[config.mk]
export PLATFORM = sky130hd
export DESIGN_NAME = complementary_attitude_filter_unit
export DESIGN_NICKNAME = d
export VERILOG_FILES = /design/src/hw/rtl/caf_pkg.sv /design/src/hw/rtl/complementary_attitude_filter_unit.sv /design/src/hw/rtl/caf_cordic.sv /design/src/hw/rtl/caf_div.sv /design/src/hw/rtl/caf_datapath.sv /design/src/hw/rtl/caf_ctrl.sv
export SDC_FILE = /design/constraint.sdc
export NUM_CORES = 2
export LEC_CHECK = 0
export ABC_AREA = 0
export BUFFER_PORTS_ARGS = -buffer_cell sky130_fd_sc_hd__buf_4
export CORE_MARGIN = 2
export CORE_UTILIZATION = 65
export DETAILED_ROUTE_END_ITERATION = 10
export PLACE_DENSITY = 0.89
export SLEW_MARGIN = 20
export SYNTH_ARGS = -nofsm -noshare
export SYNTH_HDL_FRONTEND = slang
export SYNTH_SLANG_ARGS = --single-unit
[constraint.sdc]
create_clock -name clk -period 19.7 [get_ports clk]
set_input_delay 0.985 -clock clk [delete_from_list [all_inputs] [get_ports clk]]
set_output_delay 0.985 -clock clk [all_outputs]
set_load 0.02 [all_outputs]
[src/hw/rtl/caf_pkg.sv]
// caf_pkg: shared types, widths and constants of the complementary attitude filter
// no dependencies; imported by every module of the block

package caf_pkg;

  localparam int OUT_W        = 19;  // output angle width
  localparam int ACC_W        = 17;  // accel operand, room for a negated minimum
  localparam int DEN_W        = 26;  // divisor width, holds 256*131*1000
  localparam int TILT_W       = 26;  // cordic angle in 2^-16 degree
  localparam int CORDIC_W     = 36;  // cordic vector width
  localparam int CORDIC_STEPS = 16;
  localparam int EST1_W       = 28;  // estimate after gyro integration
  localparam int SUM_W        = 24;  // calibration sums and biases
  localparam int RECIP_W      = 40;  // rounded-up reciprocal of a constant divisor

  localparam logic signed [OUT_W-1:0] OUT_MAX = 19'sh3FFFF;
  localparam logic signed [OUT_W-1:0] OUT_MIN = -19'sh40000;

  localparam logic [DEN_W-1:0] DEN_GYRO_131 = DEN_W'(256 * 131 * 1000);
  localparam logic [DEN_W-1:0] DEN_GYRO_114 = DEN_W'(256 * 114 * 1000);
  localparam logic [DEN_W-1:0] DEN_MIX      = DEN_W'(50);

  typedef enum logic [2:0] {
    JOB_BIAS_X,
    JOB_BIAS_Y,
    JOB_INC_P,
    JOB_MIX_P,
    JOB_INC_R,
    JOB_MIX_R
  } job_t;

  typedef struct packed {
    logic accept;
    logic cordic_start;
    logic cordic_roll;
    logic div_start;
    job_t job;
    logic out_load;
  } caf_cmd_t;

  typedef struct packed {
    logic cal_only;
    logic bias_due;
    logic cordic_done;
    logic div_done;
  } caf_status_t;

  // atan(2^-i) in 2^-16 degree
  function automatic logic [21:0] atan_entry(input logic [3:0] idx);
    logic [21:0] v;
    unique case (idx)
      4'd0:  v = 22'd2949120;
      4'd1:  v = 22'd1740967;
      4'd2:  v = 22'd919879;
      4'd3:  v = 22'd466945;
      4'd4:  v = 22'd234379;
      4'd5:  v = 22'd117304;
      4'd6:  v = 22'd58666;
      4'd7:  v = 22'd29335;
      4'd8:  v = 22'd14668;
      4'd9:  v = 22'd7334;
      4'd10: v = 22'd3667;
      4'd11: v = 22'd1833;
      4'd12: v = 22'd917;
      4'd13: v = 22'd458;
      4'd14: v = 22'd229;
      4'd15: v = 22'd115;
    endcase
    return v;
  endfunction

endpackage

[src/hw/rtl/complementary_attitude_filter_unit.sv]
// complementary_attitude_filter_unit: top level of the pitch/roll complementary filter
// depends on caf_pkg, caf_ctrl and caf_datapath
//
//   channel | handshake            | payload
//   --------+----------------------+-----------------------------------------------
//   cfg     | cfg_wr_en            | cfg_wr_data (gyro sensitivity select)
//   in      | in_valid / in_ready  | in_gyro_x/y, in_acc_x/y/z, in_time_ms
//   out     | out_valid / out_ready| out_pitch_angle, out_roll_angle, out_calibrated
//
// one sample at a time: a plain calibration sample goes straight to the output; the
// last one first runs two bias divisions, and a filter sample runs the 16-step cordic
// for pitch, then for roll, and four divisions (increment and mix, pitch then roll) on
// the reciprocal multiplier, one 16-bit slice a cycle
// synchronous active-low reset clears all filter state and the configuration register
// the finished transaction waits in an output register; in_ready is high while idle,
// and a result only stalls the sequencer if the previous one has not been taken

module complementary_attitude_filter_unit #(
  parameter int CAL_SAMPLES     = 200,
  parameter int ANGLE_FRAC_BITS = 8
) (
  input  logic                               clk,
  input  logic                               rst_n,
  input  logic                               cfg_wr_en,
  input  logic                               cfg_wr_data,
  input  logic                               in_valid,
  output logic                               in_ready,
  input  logic signed [15:0]                 in_gyro_x,
  input  logic signed [15:0]                 in_gyro_y,
  input  logic signed [15:0]                 in_acc_x,
  input  logic signed [15:0]                 in_acc_y,
  input  logic signed [15:0]                 in_acc_z,
  input  logic [31:0]                        in_time_ms,
  output logic                               out_valid,
  input  logic                               out_ready,
  output logic signed [caf_pkg::OUT_W-1:0]   out_pitch_angle,
  output logic signed [caf_pkg::OUT_W-1:0]   out_roll_angle,
  output logic                               out_calibrated
);
  import caf_pkg::*;

  caf_cmd_t    cmd;
  caf_status_t status;

  caf_ctrl u_ctrl (
    .clk       (clk),
    .rst_n     (rst_n),
    .in_valid  (in_valid),
    .in_ready  (in_ready),
    .out_valid (out_valid),
    .out_ready (out_ready),
    .status_i  (status),
    .cmd_o     (cmd)
  );

  caf_datapath #(
    .CAL_SAMPLES (CAL_SAMPLES),
    .FRAC_BITS   (ANGLE_FRAC_BITS)
  ) u_dp (
    .clk           (clk),
    .rst_n         (rst_n),
    .cmd_i         (cmd),
    .status_o      (status),
    .cfg_wr_en_i   (cfg_wr_en),
    .cfg_wr_data_i (cfg_wr_data),
    .gyro_x_i      (in_gyro_x),
    .gyro_y_i      (in_gyro_y),
    .acc_x_i       (in_acc_x),
    .acc_y_i       (in_acc_y),
    .acc_z_i       (in_acc_z),
    .time_ms_i     (in_time_ms),
    .pitch_angle_o (out_pitch_angle),
    .roll_angle_o  (out_roll_angle),
    .calibrated_o  (out_calibrated)
  );

`ifndef SYNTH
  // calibration, once reached, is never lost
  a_cal_sticky: assert property (@(posedge clk) disable iff (!rst_n)
    !$fell(out_calibrated)) else $error("calibrated flag dropped");

  // angles stay at zero until the bias is known
  a_zero_uncal: assert property (@(posedge clk) disable iff (!rst_n)
    out_valid && !out_calibrated |-> out_pitch_angle == '0 && out_roll_angle == '0)
    else $error("angle moved before calibration");

  // a transaction taken in lowers in_ready in the cycle after, blocking the next one
  a_one_at_a_time: assert property (@(posedge clk) disable iff (!rst_n)
    in_valid && in_ready |=> !in_ready) else $error("second sample taken while busy");
`endif

endmodule

[src/hw/rtl/caf_cordic.sv]
// caf_cordic: iterative vectoring cordic, atan2 in degrees, one step per cycle
// depends on caf_pkg

module caf_cordic #(
  parameter int FRAC_BITS = 8
) (
  input  logic                                clk,
  input  logic                                rst_n,
  input  logic                                start_i,
  input  logic signed [caf_pkg::ACC_W-1:0]    y_i,
  input  logic signed [caf_pkg::ACC_W-1:0]    x_i,
  output logic signed [caf_pkg::TILT_W-1:0]   angle_o,
  output logic                                done_o
);
  import caf_pkg::*;

  localparam int SH = 16 - FRAC_BITS;
  localparam logic signed [TILT_W-1:0] Z_HALF = TILT_W'(180 * 65536);

  logic signed [CORDIC_W-1:0] xv_r, yv_r, xv_nxt, yv_nxt;
  logic signed [CORDIC_W-1:0] xs, ys, dx, dy;
  logic signed [TILT_W-1:0]   z_r, z_nxt, t, z_rnd;
  logic [3:0]                 step_r;
  logic                       busy_r, done_r, zero_r;

  assign xs = CORDIC_W'(x_i) <<< 16;
  assign ys = CORDIC_W'(y_i) <<< 16;
  assign dx = yv_r >>> step_r;
  assign dy = xv_r >>> step_r;
  assign t  = signed'(TILT_W'(atan_entry(step_r)));

  always_comb begin
    if (!yv_r[CORDIC_W-1]) begin
      xv_nxt = xv_r + dx;
      yv_nxt = yv_r - dy;
      z_nxt  = z_r + t;
    end else begin
      xv_nxt = xv_r - dx;
      yv_nxt = yv_r + dy;
      z_nxt  = z_r - t;
    end
  end

  always_ff @(posedge clk) begin
    if (!rst_n) begin
      busy_r <= 1'b0;
      done_r <= 1'b0;
      step_r <= '0;
    end else begin
      done_r <= 1'b0;
      if (start_i) begin
        busy_r <= 1'b1;
        step_r <= '0;
        zero_r <= (x_i == '0) && (y_i == '0);
        if (x_i[ACC_W-1]) begin
          xv_r <= -xs;
          yv_r <= -ys;
          z_r  <= y_i[ACC_W-1] ? -Z_HALF : Z_HALF;
        end else begin
          xv_r <= xs;
          yv_r <= ys;
          z_r  <= '0;
        end
      end else if (busy_r) begin
        xv_r <= xv_nxt;
        yv_r <= yv_nxt;
        z_r  <= z_nxt;
        if (step_r == 4'(CORDIC_STEPS - 1)) begin
          busy_r <= 1'b0;
          done_r <= 1'b1;
        end else begin
          step_r <= step_r + 4'd1;
        end
      end
    end
  end

  generate
    if (SH == 0) begin : g_nornd
      assign z_rnd = z_r;
    end else begin : g_rnd
      localparam logic signed [TILT_W-1:0] ZR = TILT_W'(1) << (SH - 1);
      assign z_rnd = (z_r + ZR) >>> SH;
    end
  endgenerate

  assign angle_o = zero_r ? '0 : z_rnd;
  assign done_o  = done_r;

endmodule

[src/hw/rtl/caf_div.sv]
// caf_div: division by a constant as a multiply by its rounded-up reciprocal,
// one 16-bit numerator slice per cycle, most significant slice first
// depends on caf_pkg

module caf_div #(
  parameter int DW = 40
) (
  input  logic                              clk,
  input  logic                              rst_n,
  input  logic                              start_i,
  input  logic [DW-1:0]                     num_i,
  input  logic [caf_pkg::RECIP_W-1:0]       recip_i,
  output logic [DW+caf_pkg::RECIP_W-1:0]    prod_o,
  output logic                              done_o
);
  import caf_pkg::*;

  localparam int NC = (DW + 15) / 16;
  localparam int NW = 16 * NC;
  localparam int PW = NW + RECIP_W;
  localparam int CW = $clog2(NC + 1);

  logic [NW-1:0]        num_r;
  logic [RECIP_W-1:0]   recip_r;
  logic [PW-1:0]        acc_r;
  logic [15:0]          slice;
  logic [RECIP_W+15:0]  mul;
  logic [CW-1:0]        cnt_r;
  logic                 busy_r, done_r;

  assign slice = num_r[NW-1 -: 16];
  assign mul   = (RECIP_W+16)'(slice) * (RECIP_W+16)'(recip_r);

  always_ff @(posedge clk) begin
    if (!rst_n) begin
      busy_r <= 1'b0;
      done_r <= 1'b0;
      cnt_r  <= '0;
    end else begin
      done_r <= 1'b0;
      if (start_i) begin
        num_r   <= NW'(num_i);
        recip_r <= recip_i;
        acc_r   <= '0;
        cnt_r   <= CW'(NC);
        busy_r  <= 1'b1;
      end else if (busy_r) begin
        acc_r <= (acc_r << 16) + PW'(mul);
        num_r <= num_r << 16;
        cnt_r <= cnt_r - CW'(1);
        if (cnt_r == CW'(1)) begin
          busy_r <= 1'b0;
          done_r <= 1'b1;
        end
      end
    end
  end

  assign prod_o = acc_r[DW+RECIP_W-1:0];
  assign done_o = done_r;

endmodule

[src/hw/rtl/caf_datapath.sv]
// caf_datapath: filter state, sample registers, operand selection and result write-back
// depends on caf_pkg, caf_cordic and caf_div

module caf_datapath #(
  parameter int CAL_SAMPLES = 200,
  parameter int FRAC_BITS   = 8
) (
  input  logic                                 clk,
  input  logic                                 rst_n,
  input  caf_pkg::caf_cmd_t                    cmd_i,
  output caf_pkg::caf_status_t                 status_o,
  input  logic                                 cfg_wr_en_i,
  input  logic                                 cfg_wr_data_i,
  input  logic signed [15:0]                   gyro_x_i,
  input  logic signed [15:0]                   gyro_y_i,
  input  logic signed [15:0]                   acc_x_i,
  input  logic signed [15:0]                   acc_y_i,
  input  logic signed [15:0]                   acc_z_i,
  input  logic [31:0]                          time_ms_i,
  output logic signed [caf_pkg::OUT_W-1:0]     pitch_angle_o,
  output logic signed [caf_pkg::OUT_W-1:0]     roll_angle_o,
  output logic                                 calibrated_o
);
  import caf_pkg::*;

  localparam int DW = 32 + FRAC_BITS;
  localparam int VW = DW + 1;
  localparam int MW = EST1_W + 7;
  localparam logic [7:0] CAL_N = 8'(CAL_SAMPLES);

  // reciprocal shifts: numerator bound times divisor bound stays below 2^K
  localparam int K_BIAS = 39;
  localparam int K_INC  = 39 + FRAC_BITS;
  localparam int K_MIX  = 33;
  localparam logic [63:0] ONE    = 64'd1;
  localparam logic [63:0] D_BIAS = 64'(CAL_N);
  localparam logic [63:0] D_131  = 64'(DEN_GYRO_131 >> 8);
  localparam logic [63:0] D_114  = 64'(DEN_GYRO_114 >> 8);
  localparam logic [63:0] D_MIX  = 64'(DEN_MIX);
  localparam logic [RECIP_W-1:0] M_BIAS = RECIP_W'(((ONE << K_BIAS) + D_BIAS - ONE) / D_BIAS);
  localparam logic [RECIP_W-1:0] M_131  = RECIP_W'(((ONE << K_INC) + D_131 - ONE) / D_131);
  localparam logic [RECIP_W-1:0] M_114  = RECIP_W'(((ONE << K_INC) + D_114 - ONE) / D_114);
  localparam logic [RECIP_W-1:0] M_MIX  = RECIP_W'(((ONE << K_MIX) + D_MIX - ONE) / D_MIX);

  // filter state
  logic signed [OUT_W-1:0]  pitch_est_r, roll_est_r;
  logic signed [SUM_W-1:0]  bias_x_r, bias_y_r, sum_x_r, sum_y_r;
  logic [7:0]               cal_count_r;
  logic [31:0]              last_time_r;
  logic                     gyro_sel_r;
  logic                     cal_only_r, bias_due_r;

  // sample and intermediate registers
  logic signed [15:0]       gx_r, gy_r, ax_r, ay_r, az_r;
  logic [5:0]               dt_r;
  logic signed [TILT_W-1:0] tilt_p_r, tilt_r_r;
  logic signed [EST1_W-1:0] est1_r;
  logic                     croll_r, neg_r;
  job_t                     job_r;

  logic signed [OUT_W-1:0]  out_pitch_r, out_roll_r;
  logic                     out_cal_r;

  logic [31:0]              tdiff;
  logic [5:0]               dt_nxt;
  logic [7:0]               count_inc;

  always_comb begin
    tdiff = time_ms_i - last_time_r;
    if (last_time_r == '0)
      dt_nxt = 6'd10;
    else if (tdiff > 32'd50)
      dt_nxt = 6'd50;
    else
      dt_nxt = tdiff[5:0];
  end

  assign count_inc = cal_count_r + 8'd1;

  // cordic operands
  logic signed [ACC_W-1:0]  cy, cx;
  logic signed [TILT_W-1:0] c_angle;
  logic                     c_done;

  assign cy = cmd_i.cordic_roll ? ACC_W'(ay_r) : -ACC_W'(ax_r);
  assign cx = ACC_W'(az_r);

  caf_cordic #(.FRAC_BITS(FRAC_BITS)) u_cordic (
    .clk     (clk),
    .rst_n   (rst_n),
    .start_i (cmd_i.cordic_start),
    .y_i     (cy),
    .x_i     (cx),
    .angle_o (c_angle),
    .done_o  (c_done)
  );

  // divider operands
  logic signed [25:0]       gdiff;
  logic signed [32:0]       gprod;
  logic signed [MW-1:0]     m49;
  logic signed [VW-1:0]     v, vmag;
  logic [DEN_W-1:0]         den;
  logic [RECIP_W-1:0]       recip;
  logic [DW-1:0]            d_num, m_num, d_quo;
  logic [DW+RECIP_W-1:0]    d_prod;
  logic                     d_done;
  logic signed [15:0]       g_sel;
  logic signed [SUM_W-1:0]  b_sel;
  logic signed [TILT_W-1:0] t_sel;
  logic [DEN_W-1:0]         den_gyro;
  logic [RECIP_W-1:0]       recip_gyro;

  assign den_gyro   = gyro_sel_r ? DEN_GYRO_114 : DEN_GYRO_131;
  assign recip_gyro = gyro_sel_r ? M_114 : M_131;

  always_comb begin
    if (cmd_i.job == JOB_INC_R) begin
      g_sel = gx_r;
      b_sel = bias_x_r;
    end else begin
      g_sel = gy_r;
      b_sel = bias_y_r;
    end
    t_sel = (cmd_i.job == JOB_MIX_R) ? tilt_r_r : tilt_p_r;
    gdiff = (26'(g_sel) <<< 8) - 26'(b_sel);
    gprod = 33'(gdiff) * signed'({27'd0, dt_r});
    m49   = MW'(est1_r) * MW'(49);
    unique case (cmd_i.job)
      JOB_BIAS_X: begin
        v     = VW'(sum_x_r) <<< 8;
        den   = DEN_W'(CAL_N);
        recip = M_BIAS;
      end
      JOB_BIAS_Y: begin
        v     = VW'(sum_y_r) <<< 8;
        den   = DEN_W'(CAL_N);
        recip = M_BIAS;
      end
      JOB_INC_P, JOB_INC_R: begin
        v     = VW'(gprod) <<< FRAC_BITS;
        den   = den_gyro;
        recip = recip_gyro;
      end
      JOB_MIX_P, JOB_MIX_R: begin
        v     = VW'(m49) + VW'(t_sel);
        den   = DEN_MIX;
        recip = M_MIX;
      end
      default: begin
        v     = '0;
        den   = DEN_MIX;
        recip = M_MIX;
      end
    endcase
    vmag  = v[VW-1] ? -v : v;
    // round half away from zero on the magnitude
    d_num = vmag[DW-1:0] + DW'(den >> 1);
    // the gyro divisor carries a factor of 256, taken off the numerator first
    m_num = (cmd_i.job == JOB_INC_P || cmd_i.job == JOB_INC_R) ? (d_num >> 8) : d_num;
  end

  caf_div #(.DW(DW)) u_div (
    .clk     (clk),
    .rst_n   (rst_n),
    .start_i (cmd_i.div_start),
    .num_i   (m_num),
    .recip_i (recip),
    .prod_o  (d_prod),
    .done_o  (d_done)
  );

  always_comb begin
    unique case (job_r)
      JOB_BIAS_X, JOB_BIAS_Y: d_quo = DW'(d_prod >> K_BIAS);
      JOB_INC_P, JOB_INC_R:   d_quo = DW'(d_prod >> K_INC);
      default:                d_quo = DW'(d_prod >> K_MIX);
    endcase
  end

  logic signed [VW-1:0]     qs;
  logic signed [OUT_W-1:0]  qsat;
  logic signed [EST1_W-1:0] qinc;

  always_comb begin
    qs   = neg_r ? -signed'({1'b0, d_quo}) : signed'({1'b0, d_quo});
    qinc = signed'(qs[EST1_W-1:0]);
    if (qs > VW'(OUT_MAX))
      qsat = OUT_MAX;
    else if (qs < VW'(OUT_MIN))
      qsat = OUT_MIN;
    else
      qsat = qs[OUT_W-1:0];
  end

  always_ff @(posedge clk) begin
    if (!rst_n) begin
      pitch_est_r <= '0;
      roll_est_r  <= '0;
      bias_x_r    <= '0;
      bias_y_r    <= '0;
      sum_x_r     <= '0;
      sum_y_r     <= '0;
      cal_count_r <= '0;
      last_time_r <= '0;
      gyro_sel_r  <= 1'b0;
      cal_only_r  <= 1'b0;
      bias_due_r  <= 1'b0;
      out_cal_r   <= 1'b0;
    end else begin
      if (cfg_wr_en_i)
        gyro_sel_r <= cfg_wr_data_i;

      if (cmd_i.accept) begin
        gx_r        <= gyro_x_i;
        gy_r        <= gyro_y_i;
        ax_r        <= acc_x_i;
        ay_r        <= acc_y_i;
        az_r        <= acc_z_i;
        dt_r        <= dt_nxt;
        last_time_r <= time_ms_i;
        if (cal_count_r < CAL_N) begin
          sum_x_r     <= sum_x_r + SUM_W'(gyro_x_i);
          sum_y_r     <= sum_y_r + SUM_W'(gyro_y_i);
          cal_count_r <= count_inc;
          cal_only_r  <= 1'b1;
          bias_due_r  <= (count_inc == CAL_N);
        end else begin
          cal_only_r  <= 1'b0;
          bias_due_r  <= 1'b0;
        end
      end

      if (cmd_i.cordic_start)
        croll_r <= cmd_i.cordic_roll;
      if (c_done) begin
        if (croll_r)
          tilt_r_r <= c_angle;
        else
          tilt_p_r <= c_angle;
      end

      if (cmd_i.div_start) begin
        job_r <= cmd_i.job;
        neg_r <= v[VW-1];
      end
      if (d_done) begin
        unique case (job_r)
          JOB_BIAS_X: bias_x_r    <= qs[SUM_W-1:0];
          JOB_BIAS_Y: bias_y_r    <= qs[SUM_W-1:0];
          JOB_INC_P:  est1_r      <= EST1_W'(pitch_est_r) + qinc;
          JOB_INC_R:  est1_r      <= EST1_W'(roll_est_r) + qinc;
          JOB_MIX_P:  pitch_est_r <= qsat;
          JOB_MIX_R:  roll_est_r  <= qsat;
          default:    ;
        endcase
      end

      if (cmd_i.out_load) begin
        out_pitch_r <= pitch_est_r;
        out_roll_r  <= roll_est_r;
        out_cal_r   <= (cal_count_r >= CAL_N);
      end
    end
  end

  assign status_o.cal_only    = cal_only_r;
  assign status_o.bias_due    = bias_due_r;
  assign status_o.cordic_done = c_done;
  assign status_o.div_done    = d_done;

  assign pitch_angle_o = out_pitch_r;
  assign roll_angle_o  = out_roll_r;
  assign calibrated_o  = out_cal_r;

endmodule

[src/hw/rtl/caf_ctrl.sv]
// caf_ctrl: sequencer for one sample, issues cordic and divider jobs, owns both handshakes
// depends on caf_pkg

module caf_ctrl (
  input  logic                  clk,
  input  logic                  rst_n,
  input  logic                  in_valid,
  output logic                  in_ready,
  output logic                  out_valid,
  input  logic                  out_ready,
  input  caf_pkg::caf_status_t  status_i,
  output caf_pkg::caf_cmd_t     cmd_o
);
  import caf_pkg::*;

  typedef enum logic [2:0] {
    S_IDLE,
    S_DECIDE,
    S_TILT_P,
    S_TILT_R,
    S_DIV,
    S_OUT
  } state_t;

  state_t state_r;
  job_t   job_r;
  logic   cstart_r, croll_r, dstart_r, out_valid_r;
  logic   out_load;

  assign in_ready = (state_r == S_IDLE);
  assign out_load = (state_r == S_OUT) && (!out_valid_r || out_ready);

  always_ff @(posedge clk) begin
    if (!rst_n) begin
      state_r     <= S_IDLE;
      job_r       <= JOB_BIAS_X;
      cstart_r    <= 1'b0;
      croll_r     <= 1'b0;
      dstart_r    <= 1'b0;
      out_valid_r <= 1'b0;
    end else begin
      cstart_r <= 1'b0;
      dstart_r <= 1'b0;
      if (out_load)
        out_valid_r <= 1'b1;
      else if (out_ready)
        out_valid_r <= 1'b0;

      unique case (state_r)
        S_IDLE: begin
          if (in_valid)
            state_r <= S_DECIDE;
        end
        S_DECIDE: begin
          priority if (status_i.bias_due) begin
            job_r    <= JOB_BIAS_X;
            dstart_r <= 1'b1;
            state_r  <= S_DIV;
          end else if (status_i.cal_only) begin
            state_r <= S_OUT;
          end else begin
            cstart_r <= 1'b1;
            croll_r  <= 1'b0;
            state_r  <= S_TILT_P;
          end
        end
        S_TILT_P: begin
          if (status_i.cordic_done) begin
            cstart_r <= 1'b1;
            croll_r  <= 1'b1;
            state_r  <= S_TILT_R;
          end
        end
        S_TILT_R: begin
          if (status_i.cordic_done) begin
            job_r    <= JOB_INC_P;
            dstart_r <= 1'b1;
            state_r  <= S_DIV;
          end
        end
        S_DIV: begin
          if (status_i.div_done) begin
            unique case (job_r)
              JOB_BIAS_X: begin
                job_r    <= JOB_BIAS_Y;
                dstart_r <= 1'b1;
              end
              JOB_INC_P: begin
                job_r    <= JOB_MIX_P;
                dstart_r <= 1'b1;
              end
              JOB_MIX_P: begin
                job_r    <= JOB_INC_R;
                dstart_r <= 1'b1;
              end
              JOB_INC_R: begin
                job_r    <= JOB_MIX_R;
                dstart_r <= 1'b1;
              end
              default: state_r <= S_OUT;
            endcase
          end
        end
        S_OUT: begin
          if (out_load)
            state_r <= S_IDLE;
        end
        default: state_r <= S_IDLE;
      endcase
    end
  end

  assign out_valid          = out_valid_r;
  assign cmd_o.accept       = in_valid && (state_r == S_IDLE);
  assign cmd_o.cordic_start = cstart_r;
  assign cmd_o.cordic_roll  = croll_r;
  assign cmd_o.div_start    = dstart_r;
  assign cmd_o.job          = job_r;
  assign cmd_o.out_load     = out_load;

endmodule
### Word-level counts from Yosys, hierarchy flattened

Memories as Yosys holds them, arrays and structs flattened. A register that Yosys moved wholly into a read port is not among the register bits.
Index checks and enable logic that the tools add are counted.

* $lt $le $gt $ge: 5
* shifts and indexed selects: 2
* multipliers: 3
* reduce and logical (&&, ||, !) cells: 46
* equality and inequality tests: 28
* bitwise logic cells: 5
* $add $sub $neg: 24
* mux-type cells: 76

Operators with widths (count)
* $mux W36: 8
* $mux W26: 7
* $pmux W41 S4: 1
* $pmux W40 S2: 2
* $mux W40: 3
* $add A80 B56 Y80: 1
* $mux W80: 1
* $add A36 B36 Y36: 2
* $sshr A36 B4 Y36: 2
* $sub A36 B36 Y36: 2
* $add A19 B28 Y28: 2
* $mul A16 B40 Y56: 1
* $pmux W28 S2: 1
* $pmux W26 S2: 1
* $add A24 B16 Y24: 2
* $mux W48: 1
* $gt A41 B19 Y1 const B: 1
* $lt A41 B19 Y1 const B: 1
* $mux W41: 1
* $neg A40 Y41: 1
* $add A40 B25 Y40: 1
* $neg A40 Y40: 1
* $mux W19: 2
* $add A35 B26 Y36: 1
* other kinds (57): 143

* register bits: 674
* memories kept: 1
* memory bits (read-only): 352
* bits of input ports: 118
* word-level logic and storage cells: 237

Memory list
* (no name shown): words 16, width 22, read ports 1, clocked after memory_dff 1, write ports 0, line caf_pkg.sv:51 `unique case (idx)`

### Logic depth before layout (Yosys ltp)

* depth in word-level cells: 10
* gate-level depth with buffers: 58
* gate-level depth less buffers: 52

### By module

Synthesis repeated with hierarchy kept, for this count alone.

* cell total of the unflattened synthesis: 9223
* area total of the unflattened synthesis: 82042.4 um2

Modules (own cells, without submodules)
* caf_datapath: area an instance 35886.9 um2, sequential area each 9839.4 um2, cells an instance 4053, times used 1
* caf_div: area an instance 28609.9 um2, sequential area each 5124.9 um2, cells an instance 3037, times used 1
* caf_cordic: area an instance 16940.0 um2, sequential area each 3533.4 um2, cells an instance 2056, times used 1
* caf_ctrl: area an instance 605.6 um2, sequential area each 200.2 um2, cells an instance 77, times used 1

### Worst setup path before layout

Ideal clock, no wire load.

* path kind: register to register
* start: register u_ctrl.job_r[0]
* end: register u_dp.u_div.num_r[29], data pin
* path slack: 7393 ps
* stages on the path, launching flop included: 54
* data required time: 19437 ps
* clock period less this slack: 12307 ps
* data arrival time: 12044 ps
* cells stage by stage: dfxtp_1 > buf_2 > nor3b_2 > buf_4 > clkbuf_1 > buf_1 > clkbuf_1 > mux2_2 > ha_1 > nor4b_1 > o21a_1 > o21a_1 > o21a_1 > o21a_1 > o21a_1 > o21a_1 > o21ai_0 > a21oi_1 > [... 18 more ...] > nor2_1 > inv_2 > clkbuf_1 > clkbuf_1 > nand2_1 > xor2_1 > ha_1 > and3_1 > a221o_1 > a21oi_1 > o21ai_0 > a31oi_2 > o21ai_1 > nand2_2 > nor3_1 > a211oi_1 > or3b_1 > nand4_1

* cells in the longest elaborated chain, start to end: 10
* elaborated cells between the ends (all ways): 23

Ends and longest elaborated chain
* start, declared: line caf_ctrl.sv:26 `job_t job_r;`
* start signal, assigned: line caf_ctrl.sv:36 `job_r <= JOB_BIAS_X;`
* start signal, assigned: line caf_ctrl.sv:56 `job_r <= JOB_BIAS_X;`
* start signal, assigned: line caf_ctrl.sv:76 `job_r <= JOB_INC_P;`
* $eq A3 B3 Y1: line caf_datapath.sv:118, caf_datapath.sv:129, caf_datapath.sv:160
* $mux W24 / $mux W16 (equally long branches): line caf_datapath.sv:118 `if (cmd_i.job == JOB_INC_R) begin`
* $sub A24 B24 Y25: line caf_datapath.sv:126 `gdiff = (26'(g_sel) <<< 8) - 26'(b_sel);`
* $mul A25 B7 Y32: line caf_datapath.sv:127 `gprod = 33'(gdiff) * signed'({27'd0, dt_r});`
* $pmux W41 S4: line caf_datapath.sv:129 `unique case (cmd_i.job)`
* $neg A40 Y40: line caf_datapath.sv:156 `vmag = v[VW-1] ? -v : v;`
* $mux W40: line caf_datapath.sv:156
* $add A40 B25 Y40: line caf_datapath.sv:158 `d_num = vmag[DW-1:0] + DW'(den >> 1);`
* $mux W40 *: line caf_datapath.sv:160 `m_num = (cmd_i.job == JOB_INC_P || cmd_i.job == JOB_INC_R) ? (d_num >> 8) : d_num;`
* $mux W40 *: line caf_div.sv:41 `if (start_i) begin`
* end signal, assigned: line caf_div.sv:42 `num_r <= NW'(num_i);`
* end signal, assigned: line caf_div.sv:49 `num_r <= num_r << 16;`
* end, declared: line caf_div.sv:23 `logic [NW-1:0] num_r;`

Mark *: on every way between the ends. The rest lies on a longest branch, timed or not.
A chain may end at the register's enable or synchronous reset.

### Worst setup path after layout

* start: register u_ctrl.job_r[2]
* end: register u_dp.u_div.num_r[29], data pin

Same word-level chain as after synthesis.

==> qor.csv <==
metric,value,unit
status,finished clean,
grt_max_degree,88,
ios,159,
synth_warnings,0,
track_usage,36.0,%
synth_fp_nets,9026,
io_buffers,158,
postCtsSetupBuffers,0,
layout_commonest_cell,inv_1,
switching_power,0.00436,W
yosysSeqAreaShare,24.6,%
insertion_delay,0.68,ns
ys_ff_latch,650,
post-place-ws,6.33,ns
async_flop_share,0,%
first_global_vias,58000,
totalPowerFinal,0.00938,W
ctsHoldBuffers,0,
slew_violations,0,
netlist_area,70400,um^2
dp_hpwl,158000,um
h-tree-depth,3,
finalWorstPathRequiredPeriod,13.57,ns
synth_cell_type_count,119,
grt-ovfl-total,0,
peakVddDrop,0.165,mV
cts.path.max_buffers,3,
fmax,0.0737,GHz
ys.flop_type,edfxtp_1,
pwr-share-comb,62.4,%
firstDrtPassIters,7,
clkPwrFrac,15.9,%
mostFrequentLayoutCells,"inv_1, nand2_1, ha_1",
p_seq_share,21.7,%
antenna_found_initial,5,
p_sw_share,46.5,%
vias_per_cell,6.39,
synth_edf_count,430,
area_growth,6.90,%
clock_skew,0.0270,ns
drc_errors,0,
holdCritPathClass,flip-flop to flip-flop,
setup_viol,0,
numCtsBuffers,75,
post_cts_resize_count,0,
vias,58700,
syn_inst,7717,
wirelength,202000,um
max_slew_margin,19.4,%
finalWorstSetupSlack,6.13,ns
hold_viol,0,
syn_avg_cell_area,9.13,um^2
die_w,333,um
crit_path_end_kind,flip-flop,
fin_tns_setup,0,ns
antenna_left,0,
dieArea,111000,um^2
die_y,333,um
p_int,0.00502,W
core,107000,um^2
rows,120,
num-fill-cells,8069,
utilization,70.2,%
cts_tree,built,
cts_sinks,650,
final_nets,9021,
cpMostUsedCell,o21a_1,
drt_iter0_drc,6383,
worstMarginPinSlew,1.20,ns
clkTransAtPathRegs,0.06,ns
period_share,68.9,%
drv_cap,0,
multi_input_area,49000,um^2
cts_root_buf,clkbuf_16,
start_util,65.7,%
routabilityCongestion,1.03,
cp.arrival,13.98,ns
rsz0062_at_grt,no,
critPathRequiredTime,20.11,ns
post_drt_wl_per_cell,22.0,um
worstSetupStartpointType,flip-flop,
p_leak,33.9,nW
power_density,125,nW/um^2
drive_gt1_share,7.10,%
criticalPathCategory,flip-flop to flip-flop,
ff_latch_area,17300,um^2
cp_slowest_stage_delay,0.69,ns
slowest_stage,dfxtp_1,
grt_pass1_wl,317000,um
worstPathMaxFanout,54,
holdWs,0.478,ns
kinds of logic after synthesis:
logic type	Yosys count	share of synthesized area, %
AO/OA/AOI/OAI	1678	15.4
XOR/XNOR	496	6.18
adder cells (fa/ha/maj)	1192	27.2
flip-flops	650	24.6
AND/OR/NAND/NOR	2343	16.3
buffers and inverters	1111	5.99
multiplexers	247	4.39
critical path, delay by kind of cell (launching register included):
kind,cells,cell delay [ns]
xor+xnor,2,0.47
buf+inv,5,1.35
mux,1,0.43
compound gates,22,5.06
fa+ha+maj,7,3.05
flops,1,0.69
simple gates,11,2.15
layout make-up:
cell class | count | area share [%]
Timing Repair Buffer | 203 | 2.03
Sequential cell | 650 | 23.0
Multi-Input combinational cell | 5956 | 65.0
Clock buffer | 99 | 2.79
Clock inverter | 40 | 0.658
Antenna cell | 6 | 0.0199
Tap cell | 1403 | 2.33
Inverter | 826 | 4.12
sequential cells by signal, summed over array words and instances (netlist names), 10 cells and up:
register,flops
u_dp.est1_r,28
u_dp.sum_y_r,24
u_dp.gy_r,16
u_dp.bias_x_r,24
u_dp.u_cordic.z_r,26
u_dp.ay_r,16
u_dp.az_r,16
u_dp.sum_x_r,24
u_dp.roll_angle_o,19
u_dp.u_div.acc_r,80
u_dp.tilt_p_r,18
u_dp.u_div.num_r,48
u_dp.u_div.recip_r,10
u_dp.u_cordic.t,22
u_dp.u_cordic.yv_r,36
u_dp.gx_r,16
u_dp.pitch_angle_o,19
u_dp.tilt_r_r,18
u_dp.roll_est_r,19
u_dp.ax_r,16
u_dp.bias_y_r,24
u_dp.last_time_r,32
u_dp.pitch_est_r,19
u_dp.u_cordic.xv_r,36
power by group through the flow:
stage | clock (W) | sequential, W | combinational, W
detailed placement | 0 | 0.00205 | 0.00569
global placement | 0 | 0.00204 | 0.00549
floorplan | 0 | 0.00195 | 0.00450
global route | 0.00154 | 0.00205 | 0.00654
finish | 0.00149 | 0.00204 | 0.00585
CTS | 0.00149 | 0.00202 | 0.00575
layer usage:
metal / part of all wire (%) / vias up / global-route usage [%]
met3: 10 / 480 / 7.63
met4: 4.0 / 2 / 13.1
met5: 0.0064 / - / 0
met2: 46 / 2885 / 57.8
met1: 40 / 28600 / 48.3
li1: - / 26700 / -
final timing paths:
check,to,startpoint,slack (ns),cells after the start
setup / recovery,u_dp.u_div.num_r[29],u_ctrl.job_r[2],6.13,48
hold reg to reg,u_dp.pitch_angle_o[6],u_dp.pitch_est_r[6],0.48,0
hold / removal,u_dp.pitch_angle_o[6],u_dp.pitch_est_r[6],0.48,0
setup reg to reg,u_dp.u_div.num_r[29],u_ctrl.job_r[2],6.13,48
Yosys cell counts (all sizes together), types with 15 or more instances:
| cell type | instances | area [um^2] |
|---|---|---|
| and3 | 75 | 469 |
| a21o | 111 | 833 |
| o211ai | 21 | 158 |
| buf | 65 | 292 |
| nor4 | 42 | 282 |
| ha | 622 | 7780 |
| or2 | 23 | 144 |
| o21ai | 402 | 2020 |
| o41ai | 15 | 131 |
| nand2 | 737 | 2770 |
| a211oi | 51 | 398 |
| or3 | 61 | 382 |
| o2111ai | 16 | 140 |
| nand4 | 45 | 297 |
| o21bai | 48 | 372 |
| nor3b | 17 | 133 |
| dfxtp | 220 | 4400 |
| mux4 | 42 | 946 |
| a21boi | 73 | 548 |
| mux2i | 127 | 1270 |
| o21a | 79 | 593 |
| edfxtp | 430 | 12900 |
| xnor2 | 284 | 2490 |
| o22ai | 52 | 325 |
| nand2b | 93 | 582 |
| inv | 826 | 3100 |
| nand3b | 15 | 125 |
| fa | 569 | 11400 |
| a31oi | 56 | 372 |
| o31a | 15 | 144 |
| nor3 | 146 | 736 |
| o31ai | 55 | 473 |
| a21oi | 496 | 2480 |
| and2 | 275 | 1720 |
| clkbuf | 220 | 826 |
| xor2 | 212 | 1860 |
| nor2 | 519 | 1960 |
| a41oi | 17 | 149 |
| o211a | 52 | 521 |
| nor2b | 102 | 646 |
| nand3 | 142 | 716 |
| mux2 | 78 | 878 |
through the flow:
step,instance area [um^2],cells
final,75300,9183
after CTS,75300,9177
after global routing,75300,9178
after global placement,72700,9038
after detailed placement,72700,9038
after floorplan,70400,7717
No activity file was read; power rests on OpenSTA's default activity.
